--- config.mk ---
export PLATFORM = sky130hd
export DESIGN_NAME = rgb221_bitplane_packer_top
export DESIGN_NICKNAME = d
export VERILOG_FILES = /design/src/hw/rtl/rbp_pkg.sv /design/src/hw/rtl/rgb221_bitplane_packer_top.sv /design/src/hw/rtl/rbp_front.sv /design/src/hw/rtl/rbp_queue.sv /design/src/hw/rtl/rbp_back.sv
export SDC_FILE = /design/constraint.sdc
export NUM_CORES = 1
export LEC_CHECK = 0
export BUFFER_PORTS_ARGS = -buffer_cell sky130_fd_sc_hd__buf_2
export CAP_MARGIN = 20
export CORE_UTILIZATION = 55
export DETAILED_ROUTE_END_ITERATION = 8
export PLACE_DENSITY = 0.7
export SYNTH_ARGS = -nofsm -noshare
export SYNTH_HDL_FRONTEND = slang
export SYNTH_HIERARCHICAL = 1
export SYNTH_SLANG_ARGS = --single-unit
--- constraint.sdc ---
create_clock -name clock -period 7.1 [get_ports clock]
set_input_delay 0.71 -clock clock [delete_from_list [all_inputs] [get_ports clock]]
set_output_delay 0.71 -clock clock [all_outputs]
set_load 0.01 [all_outputs]
--- src/hw/rtl/rbp_pkg.sv ---
package rbp_pkg;

   localparam int GROUP_PIXELS = 8;
   localparam int PLANE_COUNT  = 5;
   localparam int CODE_W       = 5;
   localparam int CHAN_W       = 8;
   localparam int SLOT_W       = 3;
   localparam int PLANE_W      = 3;

   localparam logic [SLOT_W-1:0]  LAST_SLOT  = SLOT_W'(GROUP_PIXELS - 1);
   localparam logic [PLANE_W-1:0] LAST_PLANE = PLANE_W'(PLANE_COUNT - 1);

   // Decision points of (v*3+127)/255 and (v+127)/255
   localparam logic [CHAN_W-1:0] RG_STEP1 = 8'd43;
   localparam logic [CHAN_W-1:0] RG_STEP2 = 8'd128;
   localparam logic [CHAN_W-1:0] RG_STEP3 = 8'd213;
   localparam logic [CHAN_W-1:0] B_STEP1  = 8'd128;

   typedef logic [CODE_W-1:0] code_type;
   typedef logic [GROUP_PIXELS-1:0][CODE_W-1:0] group_type;

   function automatic logic [1:0] quant_rg(input logic [CHAN_W-1:0] v);
      logic [1:0] q;
      if (v >= RG_STEP3) begin
         q = 2'd3;
      end else if (v >= RG_STEP2) begin
         q = 2'd2;
      end else if (v >= RG_STEP1) begin
         q = 2'd1;
      end else begin
         q = 2'd0;
      end
      return q;
   endfunction

   function automatic code_type quantize(input logic [CHAN_W-1:0] r,
                                         input logic [CHAN_W-1:0] g,
                                         input logic [CHAN_W-1:0] b);
      return {quant_rg(r), quant_rg(g), b >= B_STEP1};
   endfunction

endpackage

--- src/hw/rtl/rgb221_bitplane_packer_top.sv ---
// RGB 2-2-1 quantizer and bitplane packer. Each req beat carries one pixel;
// the front end rounds it to a 5-bit code (red and green to 2 bits, blue to
// 1 bit, R in bits 4..3, G in 2..1, B in 0; a pad beat codes as zero) and
// collects eight codes. The beat that closes a group of eight pushes the
// group into a two-entry queue, and the back end then sends five rsp beats,
// plane 0 first: plane k holds bit k of pixel i at bit i, and the fifth beat
// carries tlast. The input side takes one pixel per cycle; it stalls only on
// the closing pixel of a group while both queue entries are occupied. The
// output side sends one plane beat per cycle while rsp_tready is high, so a
// steady stream of one pixel per cycle with rsp_tready held high never backs
// up. A closed group passes a queue entry, then the back end's group register.
module rgb221_bitplane_packer_top
   import rbp_pkg::*;
(
   input  logic        clock,
   input  logic        reset,
   input  logic        req_tvalid,
   output logic        req_tready,
   input  logic [23:0] req_tdata,   // red [7:0], green [15:8], blue [23:16]
   input  logic        req_tuser,   // pad
   output logic        rsp_tvalid,
   input  logic        rsp_tready,
   output logic [15:0] rsp_tdata,   // plane_byte [7:0], plane_index [10:8], zero
   output logic        rsp_tlast
);

   logic               grp_push_valid, grp_push_ready;
   logic               grp_pop_valid, grp_pop_ready;
   group_type          grp_push_data, grp_pop_data;
   logic [7:0]         plane_byte;
   logic [PLANE_W-1:0] plane_index;

   // quantize and gather eight pixels
   rbp_front u_front (
      .clock     (clock),
      .reset     (reset),
      .in_valid  (req_tvalid),
      .in_ready  (req_tready),
      .red       (req_tdata[7:0]),
      .green     (req_tdata[15:8]),
      .blue      (req_tdata[23:16]),
      .pad       (req_tuser),
      .grp_valid (grp_push_valid),
      .grp_ready (grp_push_ready),
      .grp_data  (grp_push_data)
   );

   // hold finished groups so either side can stall on its own
   rbp_queue u_queue (
      .clock      (clock),
      .reset      (reset),
      .push_valid (grp_push_valid),
      .push_ready (grp_push_ready),
      .push_data  (grp_push_data),
      .pop_valid  (grp_pop_valid),
      .pop_ready  (grp_pop_ready),
      .pop_data   (grp_pop_data)
   );

   // send five plane beats per group
   rbp_back u_back (
      .clock       (clock),
      .reset       (reset),
      .grp_valid   (grp_pop_valid),
      .grp_ready   (grp_pop_ready),
      .grp_data    (grp_pop_data),
      .out_valid   (rsp_tvalid),
      .out_ready   (rsp_tready),
      .plane_byte  (plane_byte),
      .plane_index (plane_index),
      .last        (rsp_tlast)
   );

   assign rsp_tdata = {5'b0, plane_index, plane_byte};

endmodule

--- src/hw/rtl/rbp_front.sv ---
module rbp_front
   import rbp_pkg::*;
(
   input  logic              clock,
   input  logic              reset,
   input  logic              in_valid,
   output logic              in_ready,
   input  logic [CHAN_W-1:0] red,
   input  logic [CHAN_W-1:0] green,
   input  logic [CHAN_W-1:0] blue,
   input  logic              pad,
   output logic              grp_valid,
   input  logic              grp_ready,
   output group_type         grp_data
);

   logic [SLOT_W-1:0] slot_ff, slot_in;
   code_type          codes_ff [GROUP_PIXELS-1];
   code_type          code;
   logic              accept;

   assign code     = pad ? '0 : quantize(red, green, blue);
   // stall only on the closing pixel of a group when the queue is full
   assign in_ready = (slot_ff != LAST_SLOT) || grp_ready;
   assign accept   = in_valid && in_ready;
   assign slot_in  = (slot_ff == LAST_SLOT) ? '0 : slot_ff + 1'b1;

   assign grp_valid = in_valid && (slot_ff == LAST_SLOT);
   always_comb begin
      for (int i = 0; i < GROUP_PIXELS - 1; i++) begin
         grp_data[i] = codes_ff[i];
      end
      grp_data[GROUP_PIXELS-1] = code;
   end

   always_ff @(posedge clock) begin
      if (reset) begin
         slot_ff <= '0;
      end else if (accept) begin
         slot_ff <= slot_in;
      end
   end

   always_ff @(posedge clock) begin
      for (int i = 0; i < GROUP_PIXELS - 1; i++) begin
         if (accept && slot_ff == SLOT_W'(i)) begin
            codes_ff[i] <= code;
         end
      end
   end

endmodule

--- src/hw/rtl/rbp_queue.sv ---
module rbp_queue
   import rbp_pkg::*;
(
   input  logic      clock,
   input  logic      reset,
   input  logic      push_valid,
   output logic      push_ready,
   input  group_type push_data,
   output logic      pop_valid,
   input  logic      pop_ready,
   output group_type pop_data
);

   localparam int DEPTH = 2;
   localparam int PTR_W = $clog2(DEPTH);
   localparam int CNT_W = $clog2(DEPTH + 1);

   group_type          mem_ff [DEPTH];
   logic [PTR_W-1:0]   wr_ptr_ff, rd_ptr_ff;
   logic [CNT_W-1:0]   count_ff, count_in;
   logic               push, pop;

   assign push_ready = (count_ff != CNT_W'(DEPTH));
   assign pop_valid  = (count_ff != '0);
   assign push       = push_valid && push_ready;
   assign pop        = pop_valid && pop_ready;
   assign pop_data   = mem_ff[rd_ptr_ff];

   always_comb begin
      count_in = count_ff;
      if (push && !pop) begin
         count_in = count_ff + 1'b1;
      end else if (pop && !push) begin
         count_in = count_ff - 1'b1;
      end
   end

   always_ff @(posedge clock) begin
      if (reset) begin
         wr_ptr_ff <= '0;
         rd_ptr_ff <= '0;
         count_ff  <= '0;
      end else begin
         count_ff <= count_in;
         if (push) begin
            wr_ptr_ff <= (wr_ptr_ff == PTR_W'(DEPTH - 1)) ? '0 : wr_ptr_ff + 1'b1;
         end
         if (pop) begin
            rd_ptr_ff <= (rd_ptr_ff == PTR_W'(DEPTH - 1)) ? '0 : rd_ptr_ff + 1'b1;
         end
      end
   end

   always_ff @(posedge clock) begin
      if (push) begin
         mem_ff[wr_ptr_ff] <= push_data;
      end
   end

endmodule

--- src/hw/rtl/rbp_back.sv ---
module rbp_back
   import rbp_pkg::*;
(
   input  logic               clock,
   input  logic               reset,
   input  logic               grp_valid,
   output logic               grp_ready,
   input  group_type          grp_data,
   output logic               out_valid,
   input  logic               out_ready,
   output logic [7:0]         plane_byte,
   output logic [PLANE_W-1:0] plane_index,
   output logic               last
);

   logic               busy_ff, busy_in;
   logic [PLANE_W-1:0] plane_ff, plane_in;
   group_type          group_ff;
   logic               done;

   assign done      = busy_ff && out_ready && (plane_ff == LAST_PLANE);
   assign grp_ready = !busy_ff || done;

   always_comb begin
      busy_in  = busy_ff;
      plane_in = plane_ff;
      if (grp_ready) begin
         busy_in  = grp_valid;
         plane_in = '0;
      end else if (out_ready) begin
         plane_in = plane_ff + 1'b1;
      end
   end

   // pick code bit plane_ff of every pixel
   always_comb begin
      for (int i = 0; i < GROUP_PIXELS; i++) begin
         plane_byte[i] = group_ff[i][plane_ff];
      end
   end

   assign out_valid   = busy_ff;
   assign plane_index = plane_ff;
   assign last        = (plane_ff == LAST_PLANE);

   always_ff @(posedge clock) begin
      if (reset) begin
         busy_ff  <= 1'b0;
         plane_ff <= '0;
      end else begin
         busy_ff  <= busy_in;
         plane_ff <= plane_in;
      end
   end

   always_ff @(posedge clock) begin
      if (grp_ready && grp_valid) begin
         group_ff <= grp_data;
      end
   end

endmodule
==> results.ini <==
[logic_synthesis]
yosys-top-cells-count = edfxtp_1 (155), mux2_2 (47), nor2_1 (13)
ys_warn_count = 6
postSynthCellCount = 338
synth_top_area_share_pct = 73.8
synth-async-reset-ratio_pct = 0
yosys-top-cells-area = edfxtp_1 (74%), mux2_2 (8.4%), dfxtp_1 (3.8%)
synth.yosys.seq_area_share_pct = 77.6
synth_most_common_cell = edfxtp_1
synth-edff-count = 155
syn_area_per_cell_um2 = 18.7
yosysTopAreaCell = edfxtp_1
syn_area_um2 = 6310
ys_ff_latch = 167
ys.flop_type = edfxtp_1
synth_cell_types = 45

[clock_tree]
clock_latency_ps = 410
postCtsSetupRepairBufs = 0
ctsResizeCount = 0
htreeDepth = 4
clk_path_buf_depth = 2
holdBufCountCts = 0
cts_tree = done
path_clk_slew_ps = 60
clock-sinks = 167
cts_buffers = 17
root_buffer = clkbuf_16

[status]
status = complete, no violations

[worst_setup_path]
worstSetupEndpointType = output pin
crit_required_ps = 6390
r2r-start = u_back/plane_index[0]
critPathMaxFanout = 13
cp.arrival_ps = 2260
crit_type = flip-flop to output pin
startpoint_type = flip-flop
crit_path_start = u_back/plane_index[0]

[detailed_routing]
drc = 0
post_drt_wl_per_cell_um = 17.9
drt_iter0_markers = 168
postRouteAntennaNets = 0
finalWirelength_mm = 9.76
viasPerCell = 5.49
drt_pass1_iterations = 4
via_count = 2989

[floorplan]
initial_core_util_pct = 57.2
die_w_um = 109
die_h_um = 109
row_count = 38
core_region_area_um2 = 11000
io_pins = 48
die_area_um2 = 11900

[global_routing]
grt_start_max_net_pins = 41
grt_remaining_overflow = 0
antenna_found_initial = 0
grt_pass1_vias = 3005
grt_use_total_pct = 18.3
grt_pass1_wl_mm = 15.2

[final_layout]
synthToLayoutAreaGrowth_pct = 15.2
drive_above_1_share_pct = 31.4
n_antenna_cell = 0
fin_nets = 429
fin_cells = 544

[sta]
tns_ps = 0
fin_ws_ps = 4130
fmax_mhz = 337
period_minus_slack_ps = 2970
hold_viol = 0
clock_skew_ps = 8.61
timing.final.crit_share_pct = 41.8
relSlewSlack_pct = 34.0
final-setup-viol-count = 0
worst_slew_pin_slew_ps = 989
slew_viol_final = 0
rsz0062_at_grt = false

[placed_design]
io_buffers = 35
gp_congestion = 0.708
place_inst = 511
pre_cts_ws_ps = 4470
hpwlAfterDp_mm = 5.79

[flow_run]
drv_cap = 0

[power]
power.total_mw = 2.55
power.density_nw_per_um2 = 350
ir_worst_vdd_mv = 0.203
leakagePower_nw = 2.51

[worst_hold_path]
hold_path.class = flip-flop to flip-flop
min-delay-start = u_front/codes_ff[4][3]

per-stage QoR:
stage | instance area [µm²] | hold WS, ps | util [%]
after global placement | 6630 | 422 | 60.1
final | 7270 | 445 | 65.9
after floorplan | 6320 | 421 | -
after CTS | 7260 | 445 | 65.8
after global routing | 7270 | 457 | 65.9
after detailed placement | 6630 | 430 | 60.1
state kept, by name, indices dropped and copies added (netlist names), named ones only:
register            flops
u_front/codes_ff       35
u_back/out_valid        1
u_back/plane_index      3
u_back/group_ff        40
u_queue/wr_ptr_ff       1
u_queue/rd_ptr_ff       1
u_queue/count_ff        2
u_front/slot_ff         3
u_queue/mem_ff         80
worst paths after layout:
check                                             end  slack [ps]  cells past startpoint
worst min register to register  u_queue/mem_ff[0][23]         440                      0
worst max-delay path                     rsp_tdata[6]        4130                      4
worst max register to register    u_queue/count_ff[1]        4510                      9
worst min-delay path            u_queue/mem_ff[0][23]         440                      0
metal layers:
layer | track usage (%) | routed length, µm
met4 | 7.82 | 197
met1 | 20.7 | 4010
met5 | 0 | 0
met2 | 32.1 | 5190
met3 | 5.26 | 365
final cells by class:
type	instances	area, µm²
Fill cell	766	3760
Sequential cell	167	4890
Inverter	10	37.5
Clock inverter	13	204
Timing Repair Buffer	41	220
Multi-Input combinational cell	154	1310
Clock buffer	19	433
Tap cell	140	175
cell families after synthesis:
logic type / synth area share (%)
flops: 77.6
mux: 10.0
buf+inv: 2.00
fa+ha+maj: 1.78
compound gates: 3.47
simple gates: 4.40
other cells: 0.0594
xor+xnor: 0.694
critical path, stage by stage, from the launching register on:
cell,delay (ps)
dfxtp_1,620
buf_4,360
mux2_2,370
a221o_1,350
buf_2,150
where the power goes:
part           switching [mW]  total [mW]  internal [mW]
clock                   0.344       0.966          0.622
combinational           0.190       0.336          0.146
sequential             0.0312        1.24           1.21
cells in the final DEF, fill, tap and decap left out, types with 4 or more instances in the layout:
cell	netlist	final
edfxtp_1	155	155
mux2_2	47	47
buf_2	4	35
clkbuf_16	0	17
nor2_1	13	13
dfxtp_1	12	12
ha_1	9	9
inv_1	8	8
mux2i_1	8	8
a21oi_1	8	8
a221o_1	7	7
and3_1	7	7
buf_4	5	6
conb_1	1	5
bufinv_16	0	5
o21ai_0	5	5
nand2_1	4	4
xor2_1	4	4
(Power assumes the default switching activity.)
